**src/hdl/ialog_pkg.sv**
```systemverilog
// ----------------------------------------------------------------------------
// ialog_pkg
// Shared constants, types and the microcode table of the interval
// average / minimum / maximum logger.
// ----------------------------------------------------------------------------
package ialog_pkg;

    // Block configuration
    localparam int WINDOW_MAX = 128;
    localparam int LOG_DEPTH  = 64;

    // Fixed field widths
    localparam int SAMPLE_W   = 16;
    localparam int COUNT_W    = 8;
    localparam int LOG_SLOT_W = 6;

    // Derived widths
    localparam int TALLY_W   = $clog2(WINDOW_MAX + 1);
    localparam int ACC_W     = $clog2(WINDOW_MAX * ((2 ** SAMPLE_W) - 1) + 1);
    localparam int SLOT_W    = (LOG_DEPTH > 2) ? $clog2(LOG_DEPTH) : 1;
    localparam int DIV_STEPS = ACC_W;
    localparam int DCNT_W    = $clog2(DIV_STEPS + 1);

    localparam logic [SAMPLE_W-1:0] MARK_ALL_ONES = '1;

    // Program counter
    localparam int PC_W = 3;
    typedef logic [PC_W-1:0] t_pc;

    localparam t_pc PC_FETCH    = 3'd0;
    localparam t_pc PC_ACCUM    = 3'd1;
    localparam t_pc PC_DIV_INIT = 3'd2;
    localparam t_pc PC_DIV_STEP = 3'd3;
    localparam t_pc PC_EMIT     = 3'd4;
    localparam t_pc PC_CLEAR    = 3'd5;

    // Jump conditions: jump to target when true, else fall through
    typedef enum logic [2:0] {
        C_NEXT,
        C_ALWAYS,
        C_NO_IN,
        C_NOT_CLOSE,
        C_DIV_MORE,
        C_OUT_BUSY
    } t_cond;

    // One control word
    typedef struct packed {
        logic  in_rdy;
        logic  acc;
        logic  div_init;
        logic  div_step;
        logic  emit;
        logic  clear;
        t_cond cond;
        t_pc   target;
    } t_uword;

    // Datapath status seen by the sequencer
    typedef struct packed {
        logic closing;
        logic div_more;
        logic out_busy;
    } t_stat;

    localparam t_uword UW_NOP = '{
        in_rdy:   1'b0,
        acc:      1'b0,
        div_init: 1'b0,
        div_step: 1'b0,
        emit:     1'b0,
        clear:    1'b0,
        cond:     C_ALWAYS,
        target:   PC_FETCH
    };

    // Microcode ROM
    function automatic t_uword ucode(input t_pc pc);
        t_uword w;
        w = UW_NOP;
        unique case (pc)
            PC_FETCH: begin
                w.in_rdy = 1'b1;
                w.cond   = C_NO_IN;
                w.target = PC_FETCH;
            end
            PC_ACCUM: begin
                w.acc    = 1'b1;
                w.cond   = C_NOT_CLOSE;
                w.target = PC_FETCH;
            end
            PC_DIV_INIT: begin
                w.div_init = 1'b1;
                w.cond     = C_NEXT;
            end
            PC_DIV_STEP: begin
                w.div_step = 1'b1;
                w.cond     = C_DIV_MORE;
                w.target   = PC_DIV_STEP;
            end
            PC_EMIT: begin
                w.emit   = 1'b1;
                w.cond   = C_OUT_BUSY;
                w.target = PC_EMIT;
            end
            PC_CLEAR: begin
                w.clear  = 1'b1;
                w.cond   = C_ALWAYS;
                w.target = PC_FETCH;
            end
            default: begin
                w = UW_NOP;
            end
        endcase
        return w;
    endfunction

endpackage

```
**src/hdl/interval_avg_min_max_logger_top.sv**
```systemverilog
// ----------------------------------------------------------------------------
// interval_avg_min_max_logger_top
// Per-interval average, minimum and maximum of paired light and temperature
// samples, with log slot, sticky full flag and window overflow flag.
//
//   channel  | direction | handshake               | payload
//   ---------+-----------+-------------------------+----------------------------
//   sample   | in        | i_in_valid / o_in_ready | light, temp, end_of_interval
//   record   | out       | o_out_valid/i_out_ready | averages, min, max, count,
//            |           |                         | slot, full, overflow
//
// A sample that does not close the interval passes the fetch and accumulate steps.
// A closing sample then passes divider init, divide, emit and clear: the two
// restoring dividers produce one quotient bit per cycle over the ACC_W-bit sum.
// The emit step holds while the output register still carries an untaken
// record; the next request is accepted as soon as the clear step is done.
// Reset is synchronous and active low; no clearing pass is needed.
// ----------------------------------------------------------------------------
module interval_avg_min_max_logger_top (
    input  logic                              i_clk,
    input  logic                              i_rst_n,
    input  logic                              i_in_valid,
    output logic                              o_in_ready,
    input  logic [ialog_pkg::SAMPLE_W-1:0]    i_light_sample,
    input  logic [ialog_pkg::SAMPLE_W-1:0]    i_temp_sample,
    input  logic                              i_end_of_interval,
    output logic                              o_out_valid,
    input  logic                              i_out_ready,
    output logic [ialog_pkg::SAMPLE_W-1:0]    o_light_average,
    output logic [ialog_pkg::SAMPLE_W-1:0]    o_light_minimum,
    output logic [ialog_pkg::SAMPLE_W-1:0]    o_light_maximum,
    output logic [ialog_pkg::SAMPLE_W-1:0]    o_temp_average,
    output logic [ialog_pkg::SAMPLE_W-1:0]    o_temp_minimum,
    output logic [ialog_pkg::SAMPLE_W-1:0]    o_temp_maximum,
    output logic [ialog_pkg::COUNT_W-1:0]     o_samples_in_interval,
    output logic [ialog_pkg::LOG_SLOT_W-1:0]  o_log_slot,
    output logic                              o_log_full,
    output logic                              o_window_overflow
);
    import ialog_pkg::*;

    t_uword w_ctrl;
    t_stat  w_stat;

    assign o_in_ready = w_ctrl.in_rdy;

    // Sequencer
    ialog_seq u_seq (
        .i_clk      (i_clk),
        .i_rst_n    (i_rst_n),
        .i_in_valid (i_in_valid),
        .i_stat     (w_stat),
        .o_ctrl     (w_ctrl)
    );

    // Datapath
    ialog_dp u_dp (
        .i_clk                 (i_clk),
        .i_rst_n               (i_rst_n),
        .i_ctrl                (w_ctrl),
        .o_stat                (w_stat),
        .i_in_valid            (i_in_valid),
        .i_light_sample        (i_light_sample),
        .i_temp_sample         (i_temp_sample),
        .i_end_of_interval     (i_end_of_interval),
        .o_out_valid           (o_out_valid),
        .i_out_ready           (i_out_ready),
        .o_light_average       (o_light_average),
        .o_light_minimum       (o_light_minimum),
        .o_light_maximum       (o_light_maximum),
        .o_temp_average        (o_temp_average),
        .o_temp_minimum        (o_temp_minimum),
        .o_temp_maximum        (o_temp_maximum),
        .o_samples_in_interval (o_samples_in_interval),
        .o_log_slot            (o_log_slot),
        .o_log_full            (o_log_full),
        .o_window_overflow     (o_window_overflow)
    );

endmodule

```
**src/hdl/ialog_seq.sv**
```systemverilog
// ----------------------------------------------------------------------------
// ialog_seq
// Microcode sequencer: step counter, control ROM and conditional jumps.
// ----------------------------------------------------------------------------
module ialog_seq (
    input  logic            i_clk,
    input  logic            i_rst_n,
    input  logic            i_in_valid,
    input  ialog_pkg::t_stat i_stat,
    output ialog_pkg::t_uword o_ctrl
);
    import ialog_pkg::*;

    t_pc    r_pc;
    t_pc    n_pc;
    t_uword w_word;
    logic   w_jump;

    // Control word of the current step
    assign w_word = ucode(r_pc);
    assign o_ctrl = w_word;

    // Jump condition
    always_comb begin
        unique case (w_word.cond)
            C_NEXT:      w_jump = 1'b0;
            C_ALWAYS:    w_jump = 1'b1;
            C_NO_IN:     w_jump = !(i_in_valid && w_word.in_rdy);
            C_NOT_CLOSE: w_jump = !i_stat.closing;
            C_DIV_MORE:  w_jump = i_stat.div_more;
            C_OUT_BUSY:  w_jump = i_stat.out_busy;
            default:     w_jump = 1'b1;
        endcase
    end

    // Next step
    always_comb begin
        if (w_jump) begin
            n_pc = w_word.target;
        end else begin
            n_pc = r_pc + 1'b1;
        end
    end

    always_ff @(posedge i_clk) begin
        if (!i_rst_n) begin
            r_pc <= PC_FETCH;
        end else begin
            r_pc <= n_pc;
        end
    end

endmodule

```
**src/hdl/ialog_div.sv**
```systemverilog
// ----------------------------------------------------------------------------
// ialog_div
// Restoring divider, one quotient bit per step: sum / sample count.
// ----------------------------------------------------------------------------
module ialog_div (
    input  logic                           i_clk,
    input  logic                           i_init,
    input  logic                           i_step,
    input  logic [ialog_pkg::ACC_W-1:0]    i_num,
    input  logic [ialog_pkg::TALLY_W-1:0]  i_den,
    output logic [ialog_pkg::ACC_W-1:0]    o_quo
);
    import ialog_pkg::*;

    logic [ACC_W-1:0]   r_quo;
    logic [TALLY_W-1:0] r_rem;
    logic [TALLY_W:0]   w_rem_sh;
    logic [TALLY_W:0]   w_diff;
    logic               w_ge;

    // Trial subtract
    assign w_rem_sh = {r_rem, r_quo[ACC_W-1]};
    assign w_ge     = w_rem_sh >= {1'b0, i_den};
    assign w_diff   = w_rem_sh - {1'b0, i_den};

    always_ff @(posedge i_clk) begin
        if (i_init) begin
            r_quo <= i_num;
            r_rem <= '0;
        end else if (i_step) begin
            r_quo <= {r_quo[ACC_W-2:0], w_ge};
            r_rem <= w_ge ? w_diff[TALLY_W-1:0] : w_rem_sh[TALLY_W-1:0];
        end
    end

    assign o_quo = r_quo;

endmodule

```
**src/hdl/ialog_dp.sv**
```systemverilog
// ----------------------------------------------------------------------------
// ialog_dp
// Datapath: sample latch, sums, marks, tally, slot, dividers, output register.
// ----------------------------------------------------------------------------
module ialog_dp (
    input  logic                              i_clk,
    input  logic                              i_rst_n,
    input  ialog_pkg::t_uword                 i_ctrl,
    output ialog_pkg::t_stat                  o_stat,
    input  logic                              i_in_valid,
    input  logic [ialog_pkg::SAMPLE_W-1:0]    i_light_sample,
    input  logic [ialog_pkg::SAMPLE_W-1:0]    i_temp_sample,
    input  logic                              i_end_of_interval,
    output logic                              o_out_valid,
    input  logic                              i_out_ready,
    output logic [ialog_pkg::SAMPLE_W-1:0]    o_light_average,
    output logic [ialog_pkg::SAMPLE_W-1:0]    o_light_minimum,
    output logic [ialog_pkg::SAMPLE_W-1:0]    o_light_maximum,
    output logic [ialog_pkg::SAMPLE_W-1:0]    o_temp_average,
    output logic [ialog_pkg::SAMPLE_W-1:0]    o_temp_minimum,
    output logic [ialog_pkg::SAMPLE_W-1:0]    o_temp_maximum,
    output logic [ialog_pkg::COUNT_W-1:0]     o_samples_in_interval,
    output logic [ialog_pkg::LOG_SLOT_W-1:0]  o_log_slot,
    output logic                              o_log_full,
    output logic                              o_window_overflow
);
    import ialog_pkg::*;

    // Latched request
    logic [SAMPLE_W-1:0] r_light_in;
    logic [SAMPLE_W-1:0] r_temp_in;
    logic                r_closing;

    // Interval state
    logic [ACC_W-1:0]    r_light_acc;
    logic [ACC_W-1:0]    r_temp_acc;
    logic [SAMPLE_W-1:0] r_light_min;
    logic [SAMPLE_W-1:0] r_light_max;
    logic [SAMPLE_W-1:0] r_temp_min;
    logic [SAMPLE_W-1:0] r_temp_max;
    logic [TALLY_W-1:0]  r_tally;
    logic                r_ovf;
    logic [SLOT_W-1:0]   r_slot;
    logic                r_full;
    logic [DCNT_W-1:0]   r_dcnt;
    logic                r_out_valid;

    logic [ACC_W-1:0]    w_light_quo;
    logic [ACC_W-1:0]    w_temp_quo;
    logic                w_in_acc;
    logic                w_room;
    logic                w_out_busy;
    logic                w_fire;
    logic                w_wrap;
    logic [SLOT_W-1:0]   n_slot;
    logic                n_full;

    assign w_in_acc   = i_in_valid && i_ctrl.in_rdy;
    assign w_room     = r_tally < TALLY_W'(WINDOW_MAX);
    assign w_out_busy = r_out_valid && !i_out_ready;
    assign w_fire     = i_ctrl.emit && !w_out_busy;

    assign o_stat.closing  = r_closing;
    assign o_stat.div_more = r_dcnt != DCNT_W'(1);
    assign o_stat.out_busy = w_out_busy;

    // Input latch
    always_ff @(posedge i_clk) begin
        if (w_in_acc) begin
            r_light_in <= i_light_sample;
            r_temp_in  <= i_temp_sample;
            r_closing  <= i_end_of_interval;
        end
    end

    // Accumulate or flag a dropped sample; clear after emission
    always_ff @(posedge i_clk) begin
        if (!i_rst_n || i_ctrl.clear) begin
            r_light_acc <= '0;
            r_temp_acc  <= '0;
            r_light_min <= MARK_ALL_ONES;
            r_light_max <= '0;
            r_temp_min  <= MARK_ALL_ONES;
            r_temp_max  <= '0;
            r_tally     <= '0;
            r_ovf       <= 1'b0;
        end else if (i_ctrl.acc) begin
            if (w_room) begin
                r_light_acc <= r_light_acc + ACC_W'(r_light_in);
                r_temp_acc  <= r_temp_acc + ACC_W'(r_temp_in);
                if (r_light_in < r_light_min) begin
                    r_light_min <= r_light_in;
                end
                if (r_light_in > r_light_max) begin
                    r_light_max <= r_light_in;
                end
                if (r_temp_in < r_temp_min) begin
                    r_temp_min <= r_temp_in;
                end
                if (r_temp_in > r_temp_max) begin
                    r_temp_max <= r_temp_in;
                end
                r_tally <= r_tally + 1'b1;
            end else begin
                r_ovf <= 1'b1;
            end
        end
    end

    // Divide step counter
    always_ff @(posedge i_clk) begin
        if (!i_rst_n) begin
            r_dcnt <= '0;
        end else if (i_ctrl.div_init) begin
            r_dcnt <= DCNT_W'(DIV_STEPS);
        end else if (i_ctrl.div_step) begin
            r_dcnt <= r_dcnt - 1'b1;
        end
    end

    // Both channels divide by the same tally in lockstep
    ialog_div u_light_div (
        .i_clk  (i_clk),
        .i_init (i_ctrl.div_init),
        .i_step (i_ctrl.div_step),
        .i_num  (r_light_acc),
        .i_den  (r_tally),
        .o_quo  (w_light_quo)
    );

    ialog_div u_temp_div (
        .i_clk  (i_clk),
        .i_init (i_ctrl.div_init),
        .i_step (i_ctrl.div_step),
        .i_num  (r_temp_acc),
        .i_den  (r_tally),
        .o_quo  (w_temp_quo)
    );

    // Slot advance with wrap and sticky full
    always_comb begin
        w_wrap = r_slot == SLOT_W'(LOG_DEPTH - 1);
        n_slot = w_wrap ? '0 : r_slot + 1'b1;
        n_full = r_full || w_wrap;
    end

    always_ff @(posedge i_clk) begin
        if (!i_rst_n) begin
            r_slot <= '0;
            r_full <= 1'b0;
        end else if (w_fire) begin
            r_slot <= n_slot;
            r_full <= n_full;
        end
    end

    // Output register
    always_ff @(posedge i_clk) begin
        if (!i_rst_n) begin
            r_out_valid <= 1'b0;
        end else if (w_fire) begin
            r_out_valid <= 1'b1;
        end else if (i_out_ready) begin
            r_out_valid <= 1'b0;
        end
    end

    always_ff @(posedge i_clk) begin
        if (w_fire) begin
            o_light_average       <= SAMPLE_W'(w_light_quo);
            o_light_minimum       <= r_light_min;
            o_light_maximum       <= r_light_max;
            o_temp_average        <= SAMPLE_W'(w_temp_quo);
            o_temp_minimum        <= r_temp_min;
            o_temp_maximum        <= r_temp_max;
            o_samples_in_interval <= COUNT_W'(r_tally);
            o_log_slot            <= LOG_SLOT_W'(r_slot);
            o_log_full            <= n_full;
            o_window_overflow     <= r_ovf;
        end
    end

    assign o_out_valid = r_out_valid;

    // Checks
    a_div_nonzero: assert property (@(posedge i_clk) disable iff (!i_rst_n)
        i_ctrl.div_init |-> r_tally != '0)
        else $error("division started with zero sample count");

    a_tally_bound: assert property (@(posedge i_clk) disable iff (!i_rst_n)
        r_tally <= TALLY_W'(WINDOW_MAX))
        else $error("sample tally above window limit");

    a_marks_order: assert property (@(posedge i_clk) disable iff (!i_rst_n)
        r_tally != '0 |-> (r_light_min <= r_light_max && r_temp_min <= r_temp_max))
        else $error("minimum above maximum in a non-empty interval");

    a_emit_valid: assert property (@(posedge i_clk) disable iff (!i_rst_n)
        w_fire |=> r_out_valid)
        else $error("emitted record not presented");

    a_clear_after_emit: assert property (@(posedge i_clk) disable iff (!i_rst_n)
        i_ctrl.clear |=> (r_tally == '0 && !r_ovf))
        else $error("interval state not cleared");

endmodule
```
**config.mk**
```make
export PLATFORM = sky130hd
export DESIGN_NAME = interval_avg_min_max_logger_top
export DESIGN_NICKNAME = d
export VERILOG_FILES = /design/src/hdl/ialog_pkg.sv /design/src/hdl/interval_avg_min_max_logger_top.sv /design/src/hdl/ialog_seq.sv /design/src/hdl/ialog_div.sv /design/src/hdl/ialog_dp.sv
export SDC_FILE = /design/constraint.sdc
export NUM_CORES = 1
export LEC_CHECK = 0
export BUFFER_PORTS_ARGS = -buffer_cell sky130_fd_sc_hd__buf_2
export CORE_AREA = 2 2 203 205
export DETAILED_ROUTE_END_ITERATION = 7
export DIE_AREA = 0 0 205 207
export GPL_TIMING_DRIVEN = 0
export MAX_ROUTING_LAYER = met4
export SYNTH_ARGS = -nofsm -noshare
export SYNTH_HDL_FRONTEND = slang
export SYNTH_SLANG_ARGS = --single-unit
```
**constraint.sdc**
```tcl
create_clock -name i_clk -period 6.8 [get_ports i_clk]
set_input_delay 1.02 -clock i_clk [delete_from_list [all_inputs] [get_ports i_clk]]
set_output_delay 1.02 -clock i_clk [all_outputs]
set_load 0.005 [all_outputs]
```
* After elaboration in Yosys (flattened, before gate mapping) *
Index checks and enable logic that the tools add are counted.

word-level totals
  bits in registers = 342
  input bits = 37
  output and inout port bits = 114
  word-level logic and storage cells = 101

cells by class
  $add $sub $neg = 8
  magnitude comparators = 7
  equal/unequal tests = 11
  mux-type cells = 21
  bitwise logic cells = 2
  reductions and logical operators = 21

operator list
  cell                                                  count
  two-way mux 23 bit                                    4
  adder 23 x 16 -> 23 bit                               2
  greater-than comparator 16 bit                        2
  < comparator 16 bit                                   2
  >= comparator 9 x 8 -> 1 bit                          2
  two-way mux 8 bit                                     2
  subtractor 8 bit                                      2
  case mux 3 bit (5 select lines)                       1
  equality test 3 x 2 -> 1 bit (second input constant)  4
  equality test 3 bit (second input constant)           4
  AND reduction 3 bit                                   4
  two-way mux 5 bit                                     2
  adder 8 x 1 -> 8 bit (second input constant)          1
  < comparator 8 bit (second input constant)            1
  two-way mux 1 bit                                     8
  adder 6 x 1 -> 6 bit (second input constant)          1
  equality test 6 bit (second input constant)           1
  logical NOT 3 bit                                     2
  two-way mux 6 bit                                     1
  case mux 3 bit (2 select lines)                       1
  logical NOT 1 bit                                     5
  != test 5 x 1 -> 1 bit (second input constant)        1
  case mux 1 bit (5 select lines)                       1
  subtractor 5 x 1 -> 5 bit (second input constant)     1
  other kinds (9)                                       15

* Logic depth before layout (Yosys ltp) *
Gate-level depths: netlist of the first run.

  word-level depth = 6
  mapped depth = 10
  gate-level depth less buffers = 10

* Cells and area by module *
A second synthesis of the first run with hierarchy kept.

second synthesis, totals
  cell total of the unflattened synthesis = 1,408
  area total of the unflattened synthesis = 15,920.3 µm²

by module, submodules not included
  module                         times used  cells an instance  area each (µm²)  sequential area each (µm²)
  ialog_dp                       1           1,083              12,102.9         6,996.7
  ialog_div at u_dp.u_light_div  1           142                1,730.4          850.8
  ialog_div at u_dp.u_temp_div   1           142                1,726.7          850.8
  ialog_seq                      1           41                 360.3            60.1

* Least setup slack after synthesis of the first run *
No wires, ideal clock.

  kind = input port to flip-flop
  start = input port i_out_ready
  end = register u_dp.r_slot[5]
  library setup time = 126 ps
  arrival time = 4,538 ps
  required time = 6,674 ps
  slack = 2,136 ps
  stages = 6
  path buffers = 0
  path through = nand2b_1 nand3_1 clkinv_1 nand4_1 xor2_1 nor2_1

on the way
  cells in the longest elaborated chain, start to end = 4

RTL lines
  what                    RTL line                               RTL
  start: declaration      interval_avg_min_max_logger_top.sv:28  input logic i_out_ready,
  logical NOT 1 bit       ialog_dp.sv:60                         assign w_out_busy = r_out_valid && !i_out_ready;
  logical AND 1 bit       ialog_dp.sv:60
  logical NOT 1 bit       ialog_dp.sv:61                         assign w_fire = i_ctrl.emit && !w_out_busy;
  logical AND 1 bit       ialog_dp.sv:61
  net u_dp.w_fire         ialog_dp.sv:53                         logic w_fire;
  end signal: assignment  ialog_dp.sv:152                        r_slot <= n_slot;
  end: declaration        ialog_dp.sv:43                         logic [SLOT_W-1:0] r_slot;

The timed path passes the listed nets, and every way through them passes these cells.
A chain may end at the register's enable or synchronous reset.

* Worst setup path after layout of the first run *
  start = register u_dp.r_light_in[0]
  end = register u_dp.r_light_acc[14]

on the way
  cells in the longest elaborated chain, start to end = 1

RTL lines
  what                      RTL line        RTL
  start: declaration        ialog_dp.sv:30  logic [SAMPLE_W-1:0] r_light_in;
  start signal: assignment  ialog_dp.sv:70  r_light_in <= i_light_sample;
  adder 23 x 16 -> 23 bit   ialog_dp.sv:89  r_light_acc <= r_light_acc + ACC_W'(r_light_in);
  end signal: assignment    ialog_dp.sv:89
  end: declaration          ialog_dp.sv:35  logic [ACC_W-1:0] r_light_acc;

Every way passes these cells.

==> results by group, run 1 <==
Worst setup path
  • Crit-path max FO: 4
  • R2R cell count: 9
  • Worst path arrival time: 3240 ps
  • Crit Path Class: flop to flop
  • Flop-to-flop setup slack: 3990 ps
  • Worst Setup End Kind: flop
  • Startpoint types: flop
  • Critical Path RT: 7240 ps

Yosys
  • Top-count cell post-synth: nand2_1
  • Synth Flop Type: edfxtp_1
  • Top post-synthesis cells by area: edfxtp_1 (36%), dfxtp_1 (19%), ha_1 (9.4%)
  • Post-Synth Adder-Cell Area: 0.09863
  • Largest family of logic cells by synthesized area: simple AND/OR/NAND/NOR gates
  • Share of flip-flops with an asynchronous set or reset: 0
  • Compound-Gate Fraction of Synth Area: 0.1270
  • Mapped Cells: 1515
  • Synth top area share: 0.3605
  • Simple-Gate Fraction of Synth Area: 0.1545
  • Distinct cells, synth: 72
  • Commonest cells in the netlist: nand2_1 (257), edfxtp_1 (191), dfxtp_1 (151), ha_1 (119), inv_1 (89)
  • Multiplexer share of the synthesized area: 0.005978
  • Post-Syn Nets: 1675
  • EDFF count, synth: 191
  • Number of synthesized register bits: 342
  • Avg Inst Size Synth: 10.50 µm²
  • Synthesized area: 0.01591 mm²
  • XOR/XNOR Fraction of Synth Area: 0.02643
  • YS warnings: 0
  • Register area share after synthesis: 0.5506
  • Dominant cell type by area after synthesis: edfxtp_1

Route
  • Router iterations before antenna repair: 5
  • Via/cell ratio: 5.161
  • Drt drc: 0
  • Final ANT Viol Nets: 0
  • Total wire length: 39590 µm
  • Mean routed wirelength per cell: 17.42 µm
  • Vias: 11730
  • Initial drt markers: 691

Power and ir drop
  • Reg power frac: 0.391
  • Leakage: 7.610 nW
  • Max rail drop VDD: 0.0002094 V
  • Total power: 8.051 mW
  • Combinational Power Share: 0.347
  • Net Sw Frac: 0.3692
  • PwrDens: 431.0 mW/mm²
  • Int Power: 5.078 mW
  • Clock power frac: 0.262
  • NetSw: 2.972 mW

Placed design
  • Post-detail-place hpwl: 28730 µm
  • Placer Congestion: 0.8594
  • PortBufs: 150

Floorplanning
  • Die height: 207 µm
  • # IOs: 151
  • Row cnt: 74
  • Core area: 0.04037 mm²
  • Initial Util: 0.3941
  • Die area: 0.04244 mm²
  • Die width: 205 µm

Hold path
  • Hold WC Path Type: flop to flop
  • Hold Path Cell Cnt: 0

Clocking
  • Clock Path Buffers: 3
  • Clock-pin transition on the worst setup and hold timing paths: 60 ps
  • H-Tree Level Count: 2
  • Setup Fix Bufs, Post-CTS: 0
  • CTS tree: built
  • Hold_buf cts: 0
  • Clock Sink Count: 342
  • CTS buffer count: 39
  • Clock root cell: clkbuf_16
  • Worst skew pair latency: 560 ps
  • CTS resizes: 0

Global routing
  • GRT Util Overall: 0.1936
  • Initial antenna violation count: 0
  • Largest net degree at the start of global routing: 95
  • Grt total ovfl: 0
  • Global-route wire length before repair: 63310 µm
  • Vias in the first global route: 11420

STA
  • Final Skew: 23.82 ps
  • Setup_tns: 0 ps
  • Slew Limit Fails: 0
  • Count of final hold-check violations: 0
  • Fmax: 356.5 MHz
  • RSZ-0062 raised after global routing: no
  • Final setup vio count: 0
  • Period Utilization, post-route: 0.4125
  • Fin crit period: 2805 ps
  • Actual slew at the worst max-slew pin: 788.9 ps
  • Relative slew slack: 0.4709

Finish
  • # diodes: 0
  • Nets: 1869
  • Area growth from synthesis to layout: 17.41%
  • Share of cells above drive strength 1: 0.1540

Status
  • Outcome: finished clean

Flow run
  • Number of max-cap violations: 0
final timing paths:
check | startpoint | end
worst max-delay path | u_dp.r_light_in[0] | u_dp.r_light_acc[14]
worst min-delay path | u_dp.r_light_min[5] | u_dp.o_light_minimum[5]
worst max register to register | u_dp.r_light_in[0] | u_dp.r_light_acc[14]
worst min register to register | u_dp.r_light_min[5] | u_dp.o_light_minimum[5]
power groups by stage:
stage / Clock (mW) / Sequential (mW) / Combinational (mW)
floorplan: 0 / 3.04 / 2.08
global placement: 0 / 3.22 / 2.67
detailed placement: 0 / 3.19 / 2.77
CTS: 2.17 / 3.16 / 2.79
global route: 2.24 / 3.20 / 3.16
finish: 2.11 / 3.15 / 2.79
flip-flops by register name (all words and copies together) (netlist names), 8 cells and up:
signal / cells
u_dp.o_light_average: 16
u_dp.o_light_maximum: 16
u_dp.o_light_minimum: 16
u_dp.o_samples_in_interval: 8
u_dp.o_temp_average: 16
u_dp.o_temp_maximum: 16
u_dp.o_temp_minimum: 16
u_dp.r_light_acc: 23
u_dp.r_light_in: 16
u_dp.r_light_max: 16
u_dp.r_light_min: 16
u_dp.r_tally: 8
u_dp.r_temp_acc: 23
u_dp.r_temp_in: 16
u_dp.r_temp_max: 16
u_dp.r_temp_min: 16
u_dp.u_light_div.o_quo: 23
u_dp.u_light_div.r_rem: 8
u_dp.u_temp_div.o_quo: 23
u_dp.u_temp_div.r_rem: 8
cells in the final DEF, fill, tap and decap left out, drive strengths merged, types with 7 or more instances in the layout:
cell type | synthesis | layout
o21a | 7 | 7
o21bai | 8 | 8
nor2 | 62 | 62
buf | 27 | 180
a21o | 25 | 25
mux2i | 8 | 8
nor3 | 42 | 42
nor4 | 9 | 9
or3 | 14 | 14
o211ai | 8 | 8
clkbuf | 31 | 78
nand4 | 25 | 25
nand2b | 10 | 10
o21ai | 83 | 83
edfxtp | 191 | 191
a21oi | 82 | 82
dfxtp | 151 | 151
xor2 | 18 | 18
and2 | 9 | 9
a211oi | 12 | 12
nand3 | 68 | 68
ha | 119 | 119
clkinv | 2 | 13
xnor2 | 30 | 30
inv | 90 | 95
and3 | 20 | 20
nor2b | 7 | 7
a21boi | 8 | 8
a31oi | 39 | 39
nand2 | 259 | 259
worst max-delay path: stages, from the launching register on:
cell,delay (ps)
edfxtp_1,470
ha_1,250
fa_1,420
a21oi_1,230
o21ai_1,150
a221oi_4,380
a21oi_2,130
a211oi_2,310
nor3_1,70
a221o_1,270
cell families (layout without fill, tap and decap cells):
| family | count (synthesis) | after routing |
|---|---|---|
| AOI/OAI and AO/OA | 307 | 307 |
| xor gates and xnor gates | 48 | 48 |
| adders and majority gates | 123 | 123 |
| buffers and inverters | 150 | 375 |
| DFF | 342 | 342 |
| muxes | 9 | 9 |
| and+or+nand+nor | 536 | 536 |
cell type report:
type,instances,area (µm²)
Fill cell,3840,21690
Tap cell,532,665.6
Buffer,58,241.5
Clock buffer,47,1016
Multi-Input combinational cell,1023,6566
Sequential cell,342,8758
Timing Repair Buffer,153,818.3
Clock inverter,25,261.5
Inverter,92,350.3
through the flow:
stage / setup slack (ps) / utilization / hold WS, ps / std cells / area (µm²)
global route: 3862 / 0.4627 / 442.9 / 2272 / 18680
CTS: 4010 / 0.4627 / 430.2 / 2272 / 18680
floorplan: 2136 / - / 408.2 / 1515 / 15910
detailed placement: 3901 / 0.4310 / 415.3 / 2200 / 17400
finish: 3995 / 0.4627 / 428.6 / 2272 / 18680
global placement: 378.7 / 0.4291 / 412.1 / 2197 / 17320
layer usage:
metal | part of all wire | vias up | track usage
met4 | 0.020 | 0 | 0.04962
met3 | 0.044 | 51 | 0.02989
met5 | 0 | - | -
met2 | 0.47 | 255 | 0.3080
met1 | 0.47 | 5582 | 0.2584
li1 | - | 5838 | -
No activity file was read; power rests on OpenSTA's default activity.
==> run 2: changes to the inputs <==
==> constraint.sdc (replaced) <==
create_clock -name i_clk -period 2.9 [get_ports i_clk]
set_input_delay 0.435 -clock i_clk [delete_from_list [all_inputs] [get_ports i_clk]]
set_output_delay 0.435 -clock i_clk [all_outputs]
set_load 0.005 [all_outputs]
==> results by group, run 2 (synthesized netlist as in run 1, its figures left out) <==
Status
  • Outcome: finished clean

Clocking
  • Clock Path Buffers: 3
  • CTS buffer count: 39
  • Clock root cell: clkbuf_16
  • Clock Sink Count: 342
  • Worst skew pair latency: 550 ps
  • H-Tree Level Count: 2
  • Clock-pin transition on the worst setup and hold timing paths: 60 ps
  • CTS tree: built
  • Hold_buf cts: 0

Worst setup path
  • RR Startpoint: u_dp.r_temp_in[11]
  • Crit-path max FO: 10
  • Crit Path Class: flop to flop
  • Reg2reg end: u_dp.r_temp_min[11]
  • Flop-to-flop setup slack: 110 ps
  • Worst path arrival time: 3210 ps
  • R2R cell count: 9
  • Critical Path RT: 3320 ps
  • Worst Setup End Kind: flop
  • Startpoint types: flop

STA
  • Count of final hold-check violations: 0
  • Fin crit period: 2793 ps
  • Relative slew slack: 0.3844
  • RSZ-0062 raised after global routing: no
  • Period Utilization, post-route: 0.9630
  • Actual slew at the worst max-slew pin: 923.4 ps
  • Slew Limit Fails: 0
  • Final setup margin: 107.4 ps
  • Final Skew: 20.69 ps
  • Final setup vio count: 0
  • Fmax: 358.1 MHz

Flow run
  • Number of max-cap violations: 0

Floorplanning
  • Die area: 0.04244 mm²
  • Row cnt: 74
  • Die width: 205 µm
  • Initial Util: 0.3941
  • Core area: 0.04037 mm²
  • Die height: 207 µm
  • # IOs: 151

Finish
  • Non-Filler Instances: 2272
  • # diodes: 0
  • Area growth from synthesis to layout: 17.55%
  • Most common cell after layout, fill and taps aside: nand2_1
  • Most frequent cells in the layout: nand2_1 (256), edfxtp_1 (191), buf_2 (166)
  • Area of the multi-input gates: 0.006570 mm²
  • Fillers: 3864
  • Sequential cell area: 0.008758 mm²
  • Nets: 1870
  • Share of cells above drive strength 1: 0.1546

Global routing
  • Largest net degree at the start of global routing: 84
  • Global-route wire length before repair: 63350 µm
  • Initial antenna violation count: 0
  • Grt total ovfl: 0
  • GRT Util Overall: 0.1948
  • Vias in the first global route: 11430

Placed design
  • PortBufs: 150
  • Post-detail-place hpwl: 29250 µm
  • Placer Congestion: 0.8667
  • Post-Place Setup Slack: 134.6 ps
  • DP Cell Count: 2199

Route
  • Initial drt markers: 719
  • Met2 wire length: 18940 µm
  • Via/cell ratio: 5.231
  • Mean routed wirelength per cell: 17.78 µm
  • Met1 WL: 18880 µm
  • Router iterations before antenna repair: 5
  • Final ANT Viol Nets: 0
  • Top Layer Used: met4
  • Vias: 11880
  • Total wire length: 40400 µm
  • Drt drc: 0
  • Met3 wire len: 1840 µm

Power and ir drop
  • Leakage: 7.630 nW
  • PwrDens: 1014 mW/mm²
  • Max rail drop VDD: 0.0004767 V

Hold path
  • Hold Path Cell Cnt: 1
  • Hold Crit Start: i_temp_sample[8]
  • Hold EP: u_dp.r_temp_in[8]
  • Hold WC Path Type: input port to flop
-- run 2: cell count changes in the layout (fill, tap and decap cells not counted), sizes merged --
cell,delta
buf,+1
bufinv,-1
clkinv,-2
clkbuf,+7
inv,-4
clkinvlp,-1
-- run 2: how the worst max path moves through the flow --
stage | startpoint | endpoint | slack [ps]
global placement | u_seq.r_pc[0] | u_dp.r_slot[5] | -740
finish | u_dp.r_temp_in[11] | u_dp.r_temp_min[11] | 110
detailed placement | u_dp.r_light_in[0] | u_dp.r_light_acc[18] | 130
CTS | u_dp.r_light_in[0] | u_dp.r_light_acc[18] | 60
global route | u_seq.r_pc[0] | u_dp.u_temp_div.o_quo[17] | 0.4
floorplan | u_seq.r_pc[0] | u_dp.r_slot[5] | 80
-- run 2: through the flow --
stage / instance area [µm²] / TNS (ps) / utilization / total power, mW / hold slack, ps
2_1_floorplan: 15910 / 0 / - / 12.01 / 408.2
3_3_place_gp: 17330 / -103040 / 0.4292 / 13.86 / 410.8
3_5_place_dp: 17380 / 0 / 0.4305 / 13.98 / 414.6
4_1_cts: 18680 / 0 / 0.4627 / 19.07 / 28.81
5_1_grt: 18700 / 0 / 0.4632 / 20.24 / 30.30
6_report: 18700 / 0 / 0.4632 / 18.95 / 58.11
-- run 2: layout make-up --
class	instances	share of cell area
inverter	92	0.01874
buffer	58	0.01298
timing repair buffer	154	0.04349
clock inverter	17	0.009301
clock buffer	54	0.06015
multi-input combinational	1023	0.3514
sequential	342	0.4684
tap	532	0.03560
-- run 2: critical path, stage by stage, from the launching register on --
cell and delay (ps):
edfxtp_1 510, ha_1 370, a21oi_1 160, o21ai_0 140
a2111oi_0 620, o21ai_0 190, a21o_1 230, buf_2 200
nor3_1 160, a31oi_1 80
-- run 2: repair_timing --
action                                  4_1_cts  5_1_grt
endpoints found under the setup margin        0       10
buffers inserted                              0        2
resized for setup                             0        4
-- run 2: layer usage --
metal / track usage / vias to the layer above
li1: - / 5842
met1: 0.2631 / 5716
met2: 0.3059 / 264
met3: 0.03005 / 62
met4: 0.05086 / 0
met5: - / -
-- run 2: report_power, final --
group	switching [mW]	total, mW	internal (mW)
Combinational	4.05	6.57	2.52
Clock	2.00	4.99	2.99
Sequential	0.898	7.40	6.50
Total	6.95	19.0	12.0
==> run 3: changes to the inputs <==
--- a/config.mk
+++ b/config.mk
@@ -11,6 +11,7 @@
 export DIE_AREA = 0 0 205 207
 export GPL_TIMING_DRIVEN = 0
 export MAX_ROUTING_LAYER = met4
+export RECOVER_POWER = 25
 export SYNTH_ARGS = -nofsm -noshare
 export SYNTH_HDL_FRONTEND = slang
 export SYNTH_SLANG_ARGS = --single-unit
==> results by group, run 3 (synthesized netlist as in run 1, its figures left out) <==
Clocking
  • H-Tree Level Count: 2
  • Clock Sink Count: 342
  • Clock Path Buffers: 3
  • Clock root cell: clkbuf_16
  • CTS buffer count: 39
  • CTS tree: built
  • Clock-pin transition on the worst setup and hold timing paths: 60 ps
  • Worst skew pair latency: 550 ps

Finish
  • Nets: 1870
  • Most frequent cells in the layout: nand2_1 (256), edfxtp_1 (191), buf_2 (161)
  • # diodes: 0
  • Share of cells above drive strength 1: 0.1517
  • Area growth from synthesis to layout: 17.51%
  • Most common cell after layout, fill and taps aside: nand2_1

STA
  • Fin Hold WS: 57.98 ps
  • Fmax: 358.1 MHz
  • Relative slew slack: 0.3843
  • Period Utilization, post-route: 0.9630
  • Final setup vio count: 0
  • Setup_tns: 0 ps
  • Count of final hold-check violations: 0
  • Final Skew: 21.37 ps
  • Slew Limit Fails: 0
  • Fin crit period: 2793 ps
  • RSZ-0062 raised after global routing: no
  • Actual slew at the worst max-slew pin: 923.5 ps

Power and ir drop
  • Max rail drop VDD: 0.0004767 V
  • Total power: 18.95 mW
  • Leakage: 7.615 nW
  • PwrDens: 1014 mW/mm²

Hold path
  • Hold WC Path Type: input port to flop
  • Hold Path Cell Cnt: 1

Route
  • Final ANT Viol Nets: 0
  • Vias: 11870
  • Via/cell ratio: 5.224
  • Mean routed wirelength per cell: 17.76 µm
  • Drt drc: 0
  • Router iterations before antenna repair: 5
  • Initial drt markers: 719
  • Total wire length: 40360 µm

Flow run
  • Number of max-cap violations: 0

Floorplanning
  • Core area: 0.04037 mm²
  • Row cnt: 74
  • Initial Util: 0.3941
  • Die height: 207 µm
  • Die area: 0.04244 mm²
  • # IOs: 151
  • Die width: 205 µm

Placed design
  • Placer Congestion: 0.8667
  • Post-detail-place hpwl: 29250 µm
  • PortBufs: 150

Global routing
  • GRT Util Overall: 0.1948
  • GR met2 Demand/Resource: 0.3059
  • Vias in the first global route: 11430
  • Grt total ovfl: 0
  • Initial antenna violation count: 0
  • Largest net degree at the start of global routing: 84
  • M1 GR Usage: 0.2631
  • Met3 usage: 0.03005
  • Most Crowded Layer GR: met2
  • Global-route wire length before repair: 63350 µm

Status
  • Outcome: finished clean

Worst setup path
  • Max stage delay on crit path: 620 ps
  • Worst path arrival time: 3210 ps
  • Crit Path Class: flop to flop
  • Crit path max-delay cell type: a2111oi_0
  • Worst Setup End Kind: flop
  • CP most frequent cell: o21ai_0
  • Crit-path max FO: 10
  • Cell Chain, Critical Path: ha_1 > a21oi_1 > o21ai_0 > a2111oi_0 > o21ai_0 > a21o_1 > buf_2 > nor3_1 > a31oi_1
  • Critical Path RT: 3320 ps
  • R2R cell count: 9
  • Startpoint types: flop
## run 3: cell types whose count changed in the layout (fill, tap and decap cells not counted)
cell,change
buf_2,-5
clkbuf_1,+5
## run 3: what timing repair did
| item | in CTS | in global routing |
|---|---|---|
| gates resized for setup | 0 | 4 |
| hold buffers | 0 | 0 |
| buffers inserted | 0 | 2 |
| setup endpoints to repair | 0 | 10 |
## run 3: area by class of cell
type,count,area (µm²)
fillers,3862,21680
flip-flops and latches,342,8758
multi-input cells,1023,6570
clock buffers,54,1125
repair buffers,154,807.0
well taps,532,665.6
inverters,92,350.3
plain buffers,58,242.7
clock inverters,17,173.9
## run 3: where the power goes
| group | leakage [nW] | total [mW] | switching (mW) | internal [mW] |
|---|---|---|---|---|
| Sequential | 2.98 | 7.40 | 0.897 | 6.50 |
| Combinational | 4.01 | 6.57 | 4.05 | 2.52 |
| Clock | 0.624 | 4.99 | 2.00 | 2.99 |
| Total | 7.62 | 19.0 | 6.95 | 12.0 |
## run 3: stage by stage
stage                     instances    util  setup slack [ps]  area, µm²
final                          2272  0.4631             107.4      18690
after global routing           2272  0.4631            0.4088      18690
after CTS                      2270  0.4627             61.80      18680
after detailed placement       2199  0.4305             134.6      17380
after global placement         2197  0.4292            -736.3      17330
after floorplan                1515       -             76.04      15910
## run 3: worst paths after layout
check	end	from	slack, ps
max	u_dp.r_temp_min[11]	u_dp.r_temp_in[11]	110
min	u_dp.r_temp_in[8]	i_temp_sample[8]	60
max reg2reg	u_dp.r_temp_min[11]	u_dp.r_temp_in[11]	110
min reg2reg	u_dp.o_light_minimum[4]	u_dp.r_light_min[4]	430
## run 3: critical path, delay by kind of cell, from the launching register on
family          cells  cell delay (ps)
buf+inv             1              200
flops               1              510
fa+ha+maj           1              370
simple gates        1              160
compound gates      6             1420
## run 3: per-layer routing
layer  part of all wire  routed length [µm]  vias up
li1                   -                   -     5840
met1               0.47               18820     5703
met2               0.47               18930      265
met3              0.046                1872       62
met4              0.018                 739        0
met5                  0                   0        -
